## src/rtl/core/stb_pkg.sv

```systemverilog
package stb_pkg;

    // Bank size and derived widths
    localparam int TIMERS   = 8;
    localparam int IDX_W    = (TIMERS > 1) ? $clog2(TIMERS) : 1;
    localparam int CNT_W    = $clog2(TIMERS + 1);
    localparam int ID_W     = 4;
    localparam int PERIOD_W = 32;
    localparam int RUN_W    = 31;
    localparam int DELAY_W  = 16;
    localparam int MASK_W   = 8;

    localparam logic [RUN_W-1:0] RUN_LIMIT = 31'h7fffffff;

    typedef enum logic [2:0] {
        OP_TICK    = 3'd0,
        OP_CREATE  = 3'd1,
        OP_DELETE  = 3'd2,
        OP_CHECK   = 3'd3,
        OP_ELAPSED = 3'd4,
        OP_DELAY   = 3'd5
    } t_op;

    typedef enum logic [1:0] {
        ST_OK     = 2'd0,
        ST_USED   = 2'd1,
        ST_UNUSED = 2'd2,
        ST_BADID  = 2'd3
    } t_status;

    typedef enum logic [1:0] {
        S_IDLE,
        S_SWEEP,
        S_EXEC
    } t_state;

    // Sequencer to timer store
    typedef struct packed {
        logic                rd_en;
        logic [IDX_W-1:0]    rd_idx;
        logic                upd_en;
        logic [IDX_W-1:0]    upd_idx;
        logic                create;
        logic                delete;
        logic [IDX_W-1:0]    id;
        logic [PERIOD_W-1:0] period;
        logic                mode;
    } t_tmr_ctrl;

    // Timer store back to sequencer
    typedef struct packed {
        logic in_use;
        logic expired;
        logic hit;
    } t_tmr_stat;

endpackage

```

## src/rtl/core/stb_timers.sv

```systemverilog
module stb_timers (
    input  logic               i_clk,
    input  logic               i_rst_n,
    input  stb_pkg::t_tmr_ctrl i_ctrl,
    output stb_pkg::t_tmr_stat o_stat
);

    // Count and reload storage; contents only meaningful while in use
    logic [stb_pkg::PERIOD_W-1:0] rem_mem [stb_pkg::TIMERS];
    logic [stb_pkg::PERIOD_W-1:0] rel_mem [stb_pkg::TIMERS];

    logic [stb_pkg::PERIOD_W-1:0] r_rem_q;
    logic [stb_pkg::PERIOD_W-1:0] r_rel_q;

    logic [stb_pkg::TIMERS-1:0] r_in_use;
    logic [stb_pkg::TIMERS-1:0] r_mode;
    logic [stb_pkg::TIMERS-1:0] r_flag;

    logic                         live;
    logic                         reach_zero;
    logic [stb_pkg::PERIOD_W-1:0] dec;
    logic [stb_pkg::PERIOD_W-1:0] n_rem;
    logic                         upd_mode;

    // Registered read port, one entry per sweep cycle
    always_ff @(posedge i_clk) begin
        if (i_ctrl.rd_en) begin
            r_rem_q <= rem_mem[i_ctrl.rd_idx];
            r_rel_q <= rel_mem[i_ctrl.rd_idx];
        end
    end

    // Shared decrement / zero-compare unit
    always_comb begin
        upd_mode   = r_mode[i_ctrl.upd_idx];
        live       = r_in_use[i_ctrl.upd_idx] && (r_rem_q != '0);
        dec        = r_rem_q - stb_pkg::PERIOD_W'(1);
        reach_zero = (dec == '0);
        n_rem      = (reach_zero && upd_mode) ? r_rel_q : dec;
    end

    // Write port: create loads, sweep writes back
    always_ff @(posedge i_clk) begin
        if (i_ctrl.create) begin
            rem_mem[i_ctrl.id] <= i_ctrl.period;
            rel_mem[i_ctrl.id] <= i_ctrl.period;
        end else if (i_ctrl.upd_en && live) begin
            rem_mem[i_ctrl.upd_idx] <= n_rem;
        end
    end

    // Per-timer flags
    always_ff @(posedge i_clk) begin
        if (!i_rst_n) begin
            r_in_use <= '0;
            r_mode   <= '0;
            r_flag   <= '0;
        end else begin
            if (i_ctrl.create) begin
                r_in_use[i_ctrl.id] <= 1'b1;
                r_mode[i_ctrl.id]   <= i_ctrl.mode;
                r_flag[i_ctrl.id]   <= 1'b0;
            end else if (i_ctrl.delete) begin
                r_in_use[i_ctrl.id] <= 1'b0;
                r_mode[i_ctrl.id]   <= 1'b0;
            end else if (i_ctrl.upd_en && live && reach_zero) begin
                r_flag[i_ctrl.upd_idx] <= !upd_mode;
            end
        end
    end

    assign o_stat.in_use  = r_in_use[i_ctrl.id];
    assign o_stat.expired = r_flag[i_ctrl.id];
    assign o_stat.hit     = i_ctrl.upd_en && live && reach_zero;

endmodule

```

## src/rtl/core/soft_timer_bank.sv

```systemverilog
// Bank of software timers with a run-time tick counter and a delay counter.
// Command channel: an item is taken at a rising edge with start high and
// busy low; its fields are sampled from the i_ ports at that edge.
// Result channel: o_strobe is high for exactly one cycle per item, with all
// o_ result ports valid in that cycle. The receiver cannot hold results off.
// Latency, accept edge to strobe cycle:
//   tick:        TIMERS + 3 cycles (11 with 8 timers)
//   other ops:   2 cycles
// busy drops in the strobe cycle, so a new item may be taken at the edge
// that ends it: one tick every TIMERS + 3 cycles, other ops every 2.
// The tick time is set by the sweep over the timer store, one entry per
// cycle through a single read port and one shared decrement/compare unit.
// o_run_time and o_delay_done show the state after the item.
// Reset (i_rst_n low, synchronous) frees all timers, clears the run time,
// the pending delay and its done flag, and returns the sequencer to idle.
module soft_timer_bank (
    input  logic                         i_clk,
    input  logic                         i_rst_n,
    input  logic                         start,
    output logic                         busy,
    input  logic [2:0]                   i_operation,
    input  logic [stb_pkg::ID_W-1:0]     i_timer_id,
    input  logic [stb_pkg::PERIOD_W-1:0] i_period,
    input  logic                         i_auto_reload,
    input  logic [stb_pkg::RUN_W-1:0]    i_last_time,
    input  logic [stb_pkg::DELAY_W-1:0]  i_delay_ms,
    output logic                         o_strobe,
    output logic [1:0]                   o_status,
    output logic                         o_timer_expired,
    output logic [stb_pkg::MASK_W-1:0]   o_expired_mask,
    output logic [stb_pkg::RUN_W-1:0]    o_run_time,
    output logic [stb_pkg::RUN_W-1:0]    o_elapsed,
    output logic                         o_delay_done
);

    stb_pkg::t_state r_state, n_state;

    // Latched command beat
    stb_pkg::t_op                 r_op;
    logic [stb_pkg::ID_W-1:0]     r_id;
    logic [stb_pkg::PERIOD_W-1:0] r_period;
    logic                         r_mode;
    logic [stb_pkg::RUN_W-1:0]    r_last;
    logic [stb_pkg::DELAY_W-1:0]  r_dly;

    logic [stb_pkg::CNT_W-1:0]    r_idx;
    logic [stb_pkg::RUN_W-1:0]    r_tick_count, n_tick_count;
    logic [stb_pkg::DELAY_W-1:0]  r_delay_left, n_delay_left;
    logic                         r_delay_flag, n_delay_flag;

    stb_pkg::t_status             r_status, n_status;
    logic                         r_expired, n_expired;
    logic [stb_pkg::MASK_W-1:0]   r_mask;
    logic [stb_pkg::RUN_W-1:0]    r_elapsed, n_elapsed;
    logic                         r_strobe;

    logic                         accept;
    logic                         id_ok;
    logic                         sweep_last;
    logic [stb_pkg::ID_W-1:0]     upd_id;
    logic [stb_pkg::RUN_W:0]      el_diff;
    logic [stb_pkg::RUN_W-1:0]    tc_inc;

    stb_pkg::t_tmr_ctrl           ctrl;
    stb_pkg::t_tmr_stat           stat;

    assign accept     = start && !busy;
    assign id_ok      = {1'b0, r_id} < (stb_pkg::ID_W + 1)'(stb_pkg::TIMERS);
    assign sweep_last = (r_idx == stb_pkg::CNT_W'(stb_pkg::TIMERS));
    assign upd_id     = stb_pkg::ID_W'(ctrl.upd_idx);

    stb_timers u_timers (
        .i_clk   (i_clk),
        .i_rst_n (i_rst_n),
        .i_ctrl  (ctrl),
        .o_stat  (stat)
    );

    // Next state
    always_comb begin
        n_state = r_state;
        unique case (r_state)
            stb_pkg::S_IDLE: begin
                if (accept) begin
                    n_state = (stb_pkg::t_op'(i_operation) == stb_pkg::OP_TICK)
                              ? stb_pkg::S_SWEEP : stb_pkg::S_EXEC;
                end
            end
            stb_pkg::S_SWEEP: begin
                if (sweep_last) begin
                    n_state = stb_pkg::S_EXEC;
                end
            end
            stb_pkg::S_EXEC: n_state = stb_pkg::S_IDLE;
            default:         n_state = stb_pkg::S_IDLE;
        endcase
    end

    // Sequencer outputs: sweep reads entry idx while writing back idx-1
    always_comb begin
        busy         = (r_state != stb_pkg::S_IDLE);
        ctrl.rd_en   = 1'b0;
        ctrl.rd_idx  = r_idx[stb_pkg::IDX_W-1:0];
        ctrl.upd_en  = 1'b0;
        ctrl.upd_idx = stb_pkg::IDX_W'(r_idx - stb_pkg::CNT_W'(1));
        ctrl.create  = 1'b0;
        ctrl.delete  = 1'b0;
        ctrl.id      = r_id[stb_pkg::IDX_W-1:0];
        ctrl.period  = r_period;
        ctrl.mode    = r_mode;
        unique case (r_state)
            stb_pkg::S_SWEEP: begin
                ctrl.rd_en  = !sweep_last;
                ctrl.upd_en = (r_idx != '0);
            end
            stb_pkg::S_EXEC: begin
                ctrl.create = (r_op == stb_pkg::OP_CREATE) && id_ok && !stat.in_use;
                ctrl.delete = (r_op == stb_pkg::OP_DELETE) && id_ok && stat.in_use;
            end
            default: ;
        endcase
    end

    // Elapsed with wrap: below last_time the span loses one count
    assign el_diff = {1'b0, r_tick_count} - {1'b0, r_last};
    assign tc_inc  = r_tick_count + stb_pkg::RUN_W'(1);

    // Scalar result of the item
    always_comb begin
        n_status     = stb_pkg::ST_OK;
        n_expired    = 1'b0;
        n_elapsed    = '0;
        n_tick_count = r_tick_count;
        n_delay_left = r_delay_left;
        n_delay_flag = r_delay_flag;
        case (r_op)
            stb_pkg::OP_TICK: begin
                if (r_delay_left != '0) begin
                    n_delay_left = r_delay_left - stb_pkg::DELAY_W'(1);
                    if (r_delay_left == stb_pkg::DELAY_W'(1)) begin
                        n_delay_flag = 1'b1;
                    end
                end
                n_tick_count = (tc_inc == stb_pkg::RUN_LIMIT) ? '0 : tc_inc;
            end
            stb_pkg::OP_CREATE: begin
                priority if (!id_ok)     n_status = stb_pkg::ST_BADID;
                else if (stat.in_use)    n_status = stb_pkg::ST_USED;
                else                     n_status = stb_pkg::ST_OK;
            end
            stb_pkg::OP_DELETE: begin
                priority if (!id_ok)     n_status = stb_pkg::ST_BADID;
                else if (!stat.in_use)   n_status = stb_pkg::ST_UNUSED;
                else                     n_status = stb_pkg::ST_OK;
            end
            stb_pkg::OP_CHECK: begin
                priority if (!id_ok)     n_status = stb_pkg::ST_BADID;
                else if (!stat.in_use)   n_status = stb_pkg::ST_UNUSED;
                else                     n_expired = stat.expired;
            end
            stb_pkg::OP_ELAPSED: begin
                n_elapsed = el_diff[stb_pkg::RUN_W-1:0]
                            - stb_pkg::RUN_W'(el_diff[stb_pkg::RUN_W]);
            end
            stb_pkg::OP_DELAY: begin
                if (r_dly != '0) begin
                    n_delay_left = (r_dly == stb_pkg::DELAY_W'(1))
                                   ? stb_pkg::DELAY_W'(2) : r_dly;
                    n_delay_flag = 1'b0;
                end
            end
            default: ;
        endcase
    end

    // Control registers
    always_ff @(posedge i_clk) begin
        if (!i_rst_n) begin
            r_state      <= stb_pkg::S_IDLE;
            r_idx        <= '0;
            r_tick_count <= '0;
            r_delay_left <= '0;
            r_delay_flag <= 1'b0;
            r_strobe     <= 1'b0;
        end else begin
            r_state  <= n_state;
            r_strobe <= (r_state == stb_pkg::S_EXEC);
            if (accept) begin
                r_idx <= '0;
            end else if (r_state == stb_pkg::S_SWEEP) begin
                r_idx <= r_idx + stb_pkg::CNT_W'(1);
            end
            if (r_state == stb_pkg::S_EXEC) begin
                r_tick_count <= n_tick_count;
                r_delay_left <= n_delay_left;
                r_delay_flag <= n_delay_flag;
            end
        end
    end

    // Command beat capture and result registers
    always_ff @(posedge i_clk) begin
        if (accept) begin
            r_op     <= stb_pkg::t_op'(i_operation);
            r_id     <= i_timer_id;
            r_period <= i_period;
            r_mode   <= i_auto_reload;
            r_last   <= i_last_time;
            r_dly    <= i_delay_ms;
            r_mask   <= '0;
        end else if (stat.hit && !upd_id[3]) begin
            r_mask[upd_id[2:0]] <= 1'b1;
        end
        if (r_state == stb_pkg::S_EXEC) begin
            r_status  <= n_status;
            r_expired <= n_expired;
            r_elapsed <= n_elapsed;
        end
    end

    assign o_strobe        = r_strobe;
    assign o_status        = r_status;
    assign o_timer_expired = r_expired;
    assign o_expired_mask  = r_mask;
    assign o_run_time      = r_tick_count;
    assign o_elapsed       = r_elapsed;
    assign o_delay_done    = r_delay_flag;

    // Checks
    a_exec_strobe: assert property (@(posedge i_clk) disable iff (!i_rst_n)
        (r_state == stb_pkg::S_EXEC) |=> o_strobe)
        else $error("result strobe missing after execute");

    a_accept_busy: assert property (@(posedge i_clk) disable iff (!i_rst_n)
        accept |=> busy)
        else $error("accepted beat did not raise busy");

    a_sweep_bound: assert property (@(posedge i_clk) disable iff (!i_rst_n)
        (r_state == stb_pkg::S_SWEEP) |-> (r_idx <= stb_pkg::CNT_W'(stb_pkg::TIMERS)))
        else $error("sweep index out of range");

    a_fail_clean: assert property (@(posedge i_clk) disable iff (!i_rst_n)
        (o_strobe && (o_status != stb_pkg::ST_OK))
        |-> ((o_expired_mask == '0) && !o_timer_expired))
        else $error("failed command reported expiry");

endmodule
```

## config.mk

```make
export PLATFORM = sky130hd
export DESIGN_NAME = soft_timer_bank
export DESIGN_NICKNAME = d
export VERILOG_FILES = /design/src/rtl/core/stb_pkg.sv /design/src/rtl/core/stb_timers.sv /design/src/rtl/core/soft_timer_bank.sv
export SDC_FILE = /design/constraint.sdc
export NUM_CORES = 1
export LEC_CHECK = 0
export BUFFER_PORTS_ARGS = -buffer_cell sky130_fd_sc_hd__buf_2
export CORE_MARGIN = 4
export CORE_UTILIZATION = 43
export DETAILED_ROUTE_END_ITERATION = 8
export PLACE_DENSITY = 0.58
export SLEW_MARGIN = 20
export SYNTH_ARGS = -nofsm -noshare
export SYNTH_HDL_FRONTEND = slang
export SYNTH_SLANG_ARGS = --single-unit
```

## constraint.sdc

```tcl
create_clock -name i_clk -period 6.9 [get_ports i_clk]
set_input_delay 0.345 -clock i_clk [delete_from_list [all_inputs] [get_ports i_clk]]
set_output_delay 0.345 -clock i_clk [all_outputs]
set_load 0.03 [all_outputs]
```

==> qor.yml <==
drt:
  finalWirelength_um: 89600
  drtPass1Iterations: 5
  dr.first_iter.drc_count: 2019
  vias: 21703
  detail_route.wl_per_cell_um: 24.1
  ant_nets: 0
  vias_per_cell: 5.85
  drc: 0
global_route:
  antenna_found_initial: 0
  grt_usage_pct: 20.7
  grt_max_degree: 97
  grt_pass1_vias: 21595
  grt.overflow.total: 0
  grt_first_pass_wirelength_um: 134000
die:
  start_util_pct: 43.5
  ios: 166
  chipWidth_um: 291
  die_h_um: 291
  core-area_um2: 79100
  num_rows: 103
  dieArea_um2: 84700
worst_setup_path:
  path_delay_family: "compound AO/OA/AOI/OAI gates"
  arrival_ns: 5.70
  crit_chain: "ha_1, a21oi_1, o21ai_0, a21oi_1, a21oi_1, o41ai_1, nand2b_1, a21o_1, a21oi_1, ha_1, nand3_1, a2111oi_2, nand4_1, nor4_4, nand4_2, or3b_1, a21oi_1"
  crit_required_ns: 7.36
  critPathMaxStageDelay_ns: 0.51
  r2r_setup_slack_ns: 1.66
  crit_path_start_kind: "flip-flop"
  cp_slowest_cell: "dfxtp_1"
  cp_common_cell: "a21oi_1"
  worstPathMaxFanout: 11
  crit_type: "reg -> reg"
  path_buf_inv: 0
  critPathCaptureType: "flip-flop"
cts:
  cts_setup_buffers: 0
  cts_buffer_depth: 3
  cts_sinks: 784
  clock-root-buffer: "clkbuf_16"
  cts_buffers: 84
  cts_max_level: 3
  cts_tree: "done"
  clk_pin_slew_worst_paths_ns: 0.06
  clk_latency_ns: 0.65
layout:
  final_cell_mix: "697 x edfxtp_1, 165 x buf_2, 143 x nor2_1"
  fin_nets: 2728
  layoutNonFillerInstCount: 3713
  synthToLayoutAreaGrowth_pct: 16.6
  drive_gt1_share_pct: 21.9
  diodes: 0
  layout_commonest_cell: "edfxtp_1"
sta:
  tns_ns: 0
  grt_setup_unrepaired: "no"
  drv_slew: 0
  period_share_pct: 76.0
  max_freq_ghz: 0.191
  setup_viol: 0
  final-hold-violation-count: 0
  timing_worst_slew_pin_value_ns: 1.12
  slew_headroom_pct: 25.1
  fin_crit_ns: 5.24
  fin_skew_ns: 0.0522
logic_synthesis:
  netlist_instances: 2349
  ys_types: 97
  synth_edf_count: 697
  yosys_register_bits: 784
  avgSynthCellArea_um2: 14.7
  yosys_warnings: 0
  syn_nets: 2481
  ys.flop_type: "edfxtp_1"
  seq_area_frac_synth_pct: 65.8
  async_flop_share_pct: 0
  netlist_area_um2: 34400
job:
  drv_cap: 0
worst_hold_path:
  hp-class: "in -> reg"
pwr:
  p_per_area_nw_per_um2: 257
  p_leak_nw: 13.3
  ir_worst_vdd_uv: 191
placed_design:
  hpwl_um: 57800
  dpl.cell_count: 3473
  portBuffers: 165
  gp_congestion: 0.918
outcome:
  status: "completed"
## state kept, by name, indices dropped and copies added, names as in the netlist, 16 cells and up, named ones only
signal	flops
u_timers.r_rem_q	32
u_timers.r_rel_q	32
r_dly	16
r_period	32
o_elapsed	31
r_last	31
u_timers.rel_mem	256
o_run_time	31
u_timers.rem_mem	256
r_delay_left	16
## logic make-up (layout without fill, tap and decap cells)
family          Yosys count  in the layout  share of synthesized area [%]
compound gates          424            424                           8.11
flops                   784            784                           65.8
xor+xnor                 73             73                           1.90
mux                     207            207                           10.9
simple gates            618            618                           9.36
fa+ha+maj                42             42                           1.55
buf+inv                 201            515                           2.32
## worst min-delay path, stage by stage
cell and delay (ns):
buf_2 0.13, a21oi_1 0.13, nor4b_1 0.06
## cells in the mapped netlist, types with 28 or more instances
| library cell | n | share of area, % |
|---|---|---|
| ha_1 | 41 | 1.5 |
| a21oi_1 | 118 | 1.7 |
| mux4_2 | 128 | 8.4 |
| mux2_2 | 70 | 2.3 |
| nand3_1 | 54 | 0.78 |
| clkbuf_1 | 89 | 0.97 |
| xor2_1 | 28 | 0.71 |
| dfxtp_1 | 87 | 5.1 |
| nor2_1 | 152 | 1.7 |
| nor3_1 | 52 | 0.76 |
| a21boi_0 | 29 | 0.63 |
| nand2_1 | 128 | 1.4 |
| nand4_1 | 41 | 0.74 |
| xnor2_1 | 43 | 1.1 |
| inv_1 | 76 | 0.83 |
| o21ai_0 | 89 | 1.3 |
| edfxtp_1 | 697 | 61 |
## routing by layer
metal	vias to the layer above	share of wire [%]	routed length (um)	track usage (%)
met1	11125	43	38600	28.9
met5	-	0	0	0
met3	104	6.6	5950	3.92
met4	0	2.1	1850	5.30
met2	780	48	43200	33.6
li1	9694	-	-	-
## stage by stage
| step | setup slack (ns) | utilization, % | hold WS (ns) | instance area (um^2) | total power, W |
|---|---|---|---|---|---|
| after floorplan | 1.75 | - | 0.444 | 34400 | 0.00565 |
| after global placement | 1.86 | 46.0 | 0.445 | 36400 | 0.00581 |
| after detailed placement | 1.75 | 46.0 | 0.458 | 36400 | 0.00582 |
| after CTS | 1.69 | 50.7 | 0.0283 | 40100 | 0.0104 |
| after global routing | 1.19 | 50.7 | 0.0837 | 40100 | 0.0107 |
| final | 1.66 | 50.7 | 0.0682 | 40100 | 0.0103 |
## worst paths after layout
kind	startpoint	end	depth (start not counted)
min	start	r_state[1]$_SDFFE_PN0P_	3
max reg2reg	o_run_time[12]$_SDFFE_PN0P_	o_elapsed[25]$_SDFFCE_PP0P_	17
min reg2reg	o_expired_mask[4]$_SDFFE_PP0P_	o_expired_mask[4]$_SDFFE_PP0P_	1
max	o_run_time[12]$_SDFFE_PN0P_	o_elapsed[25]$_SDFFCE_PP0P_	17
## power breakdown
part	switching [W]	total [W]	internal, W
combinational	0.000278	0.000446	0.000169
sequential	0.0000729	0.00531	0.00524
clock	0.00187	0.00457	0.00270
## what timing repair did
action / 4_1_cts / 5_1_grt
hold buffers: 87 / 0
endpoints found under the hold margin: 87 / 0
resized for setup: 0 / 0
## final cells by class
class / count / area (um^2)
fill: 6711 / 39000
sequential: 784 / 22700
multi-input combinational: 1364 / 11000
clock buffer: 101 / 2230
timing repair buffer: 286 / 1970
tap: 1050 / 1310
clock inverter: 52 / 611
inverter: 76 / 288
No activity file was read; power rests on OpenSTA's default activity.
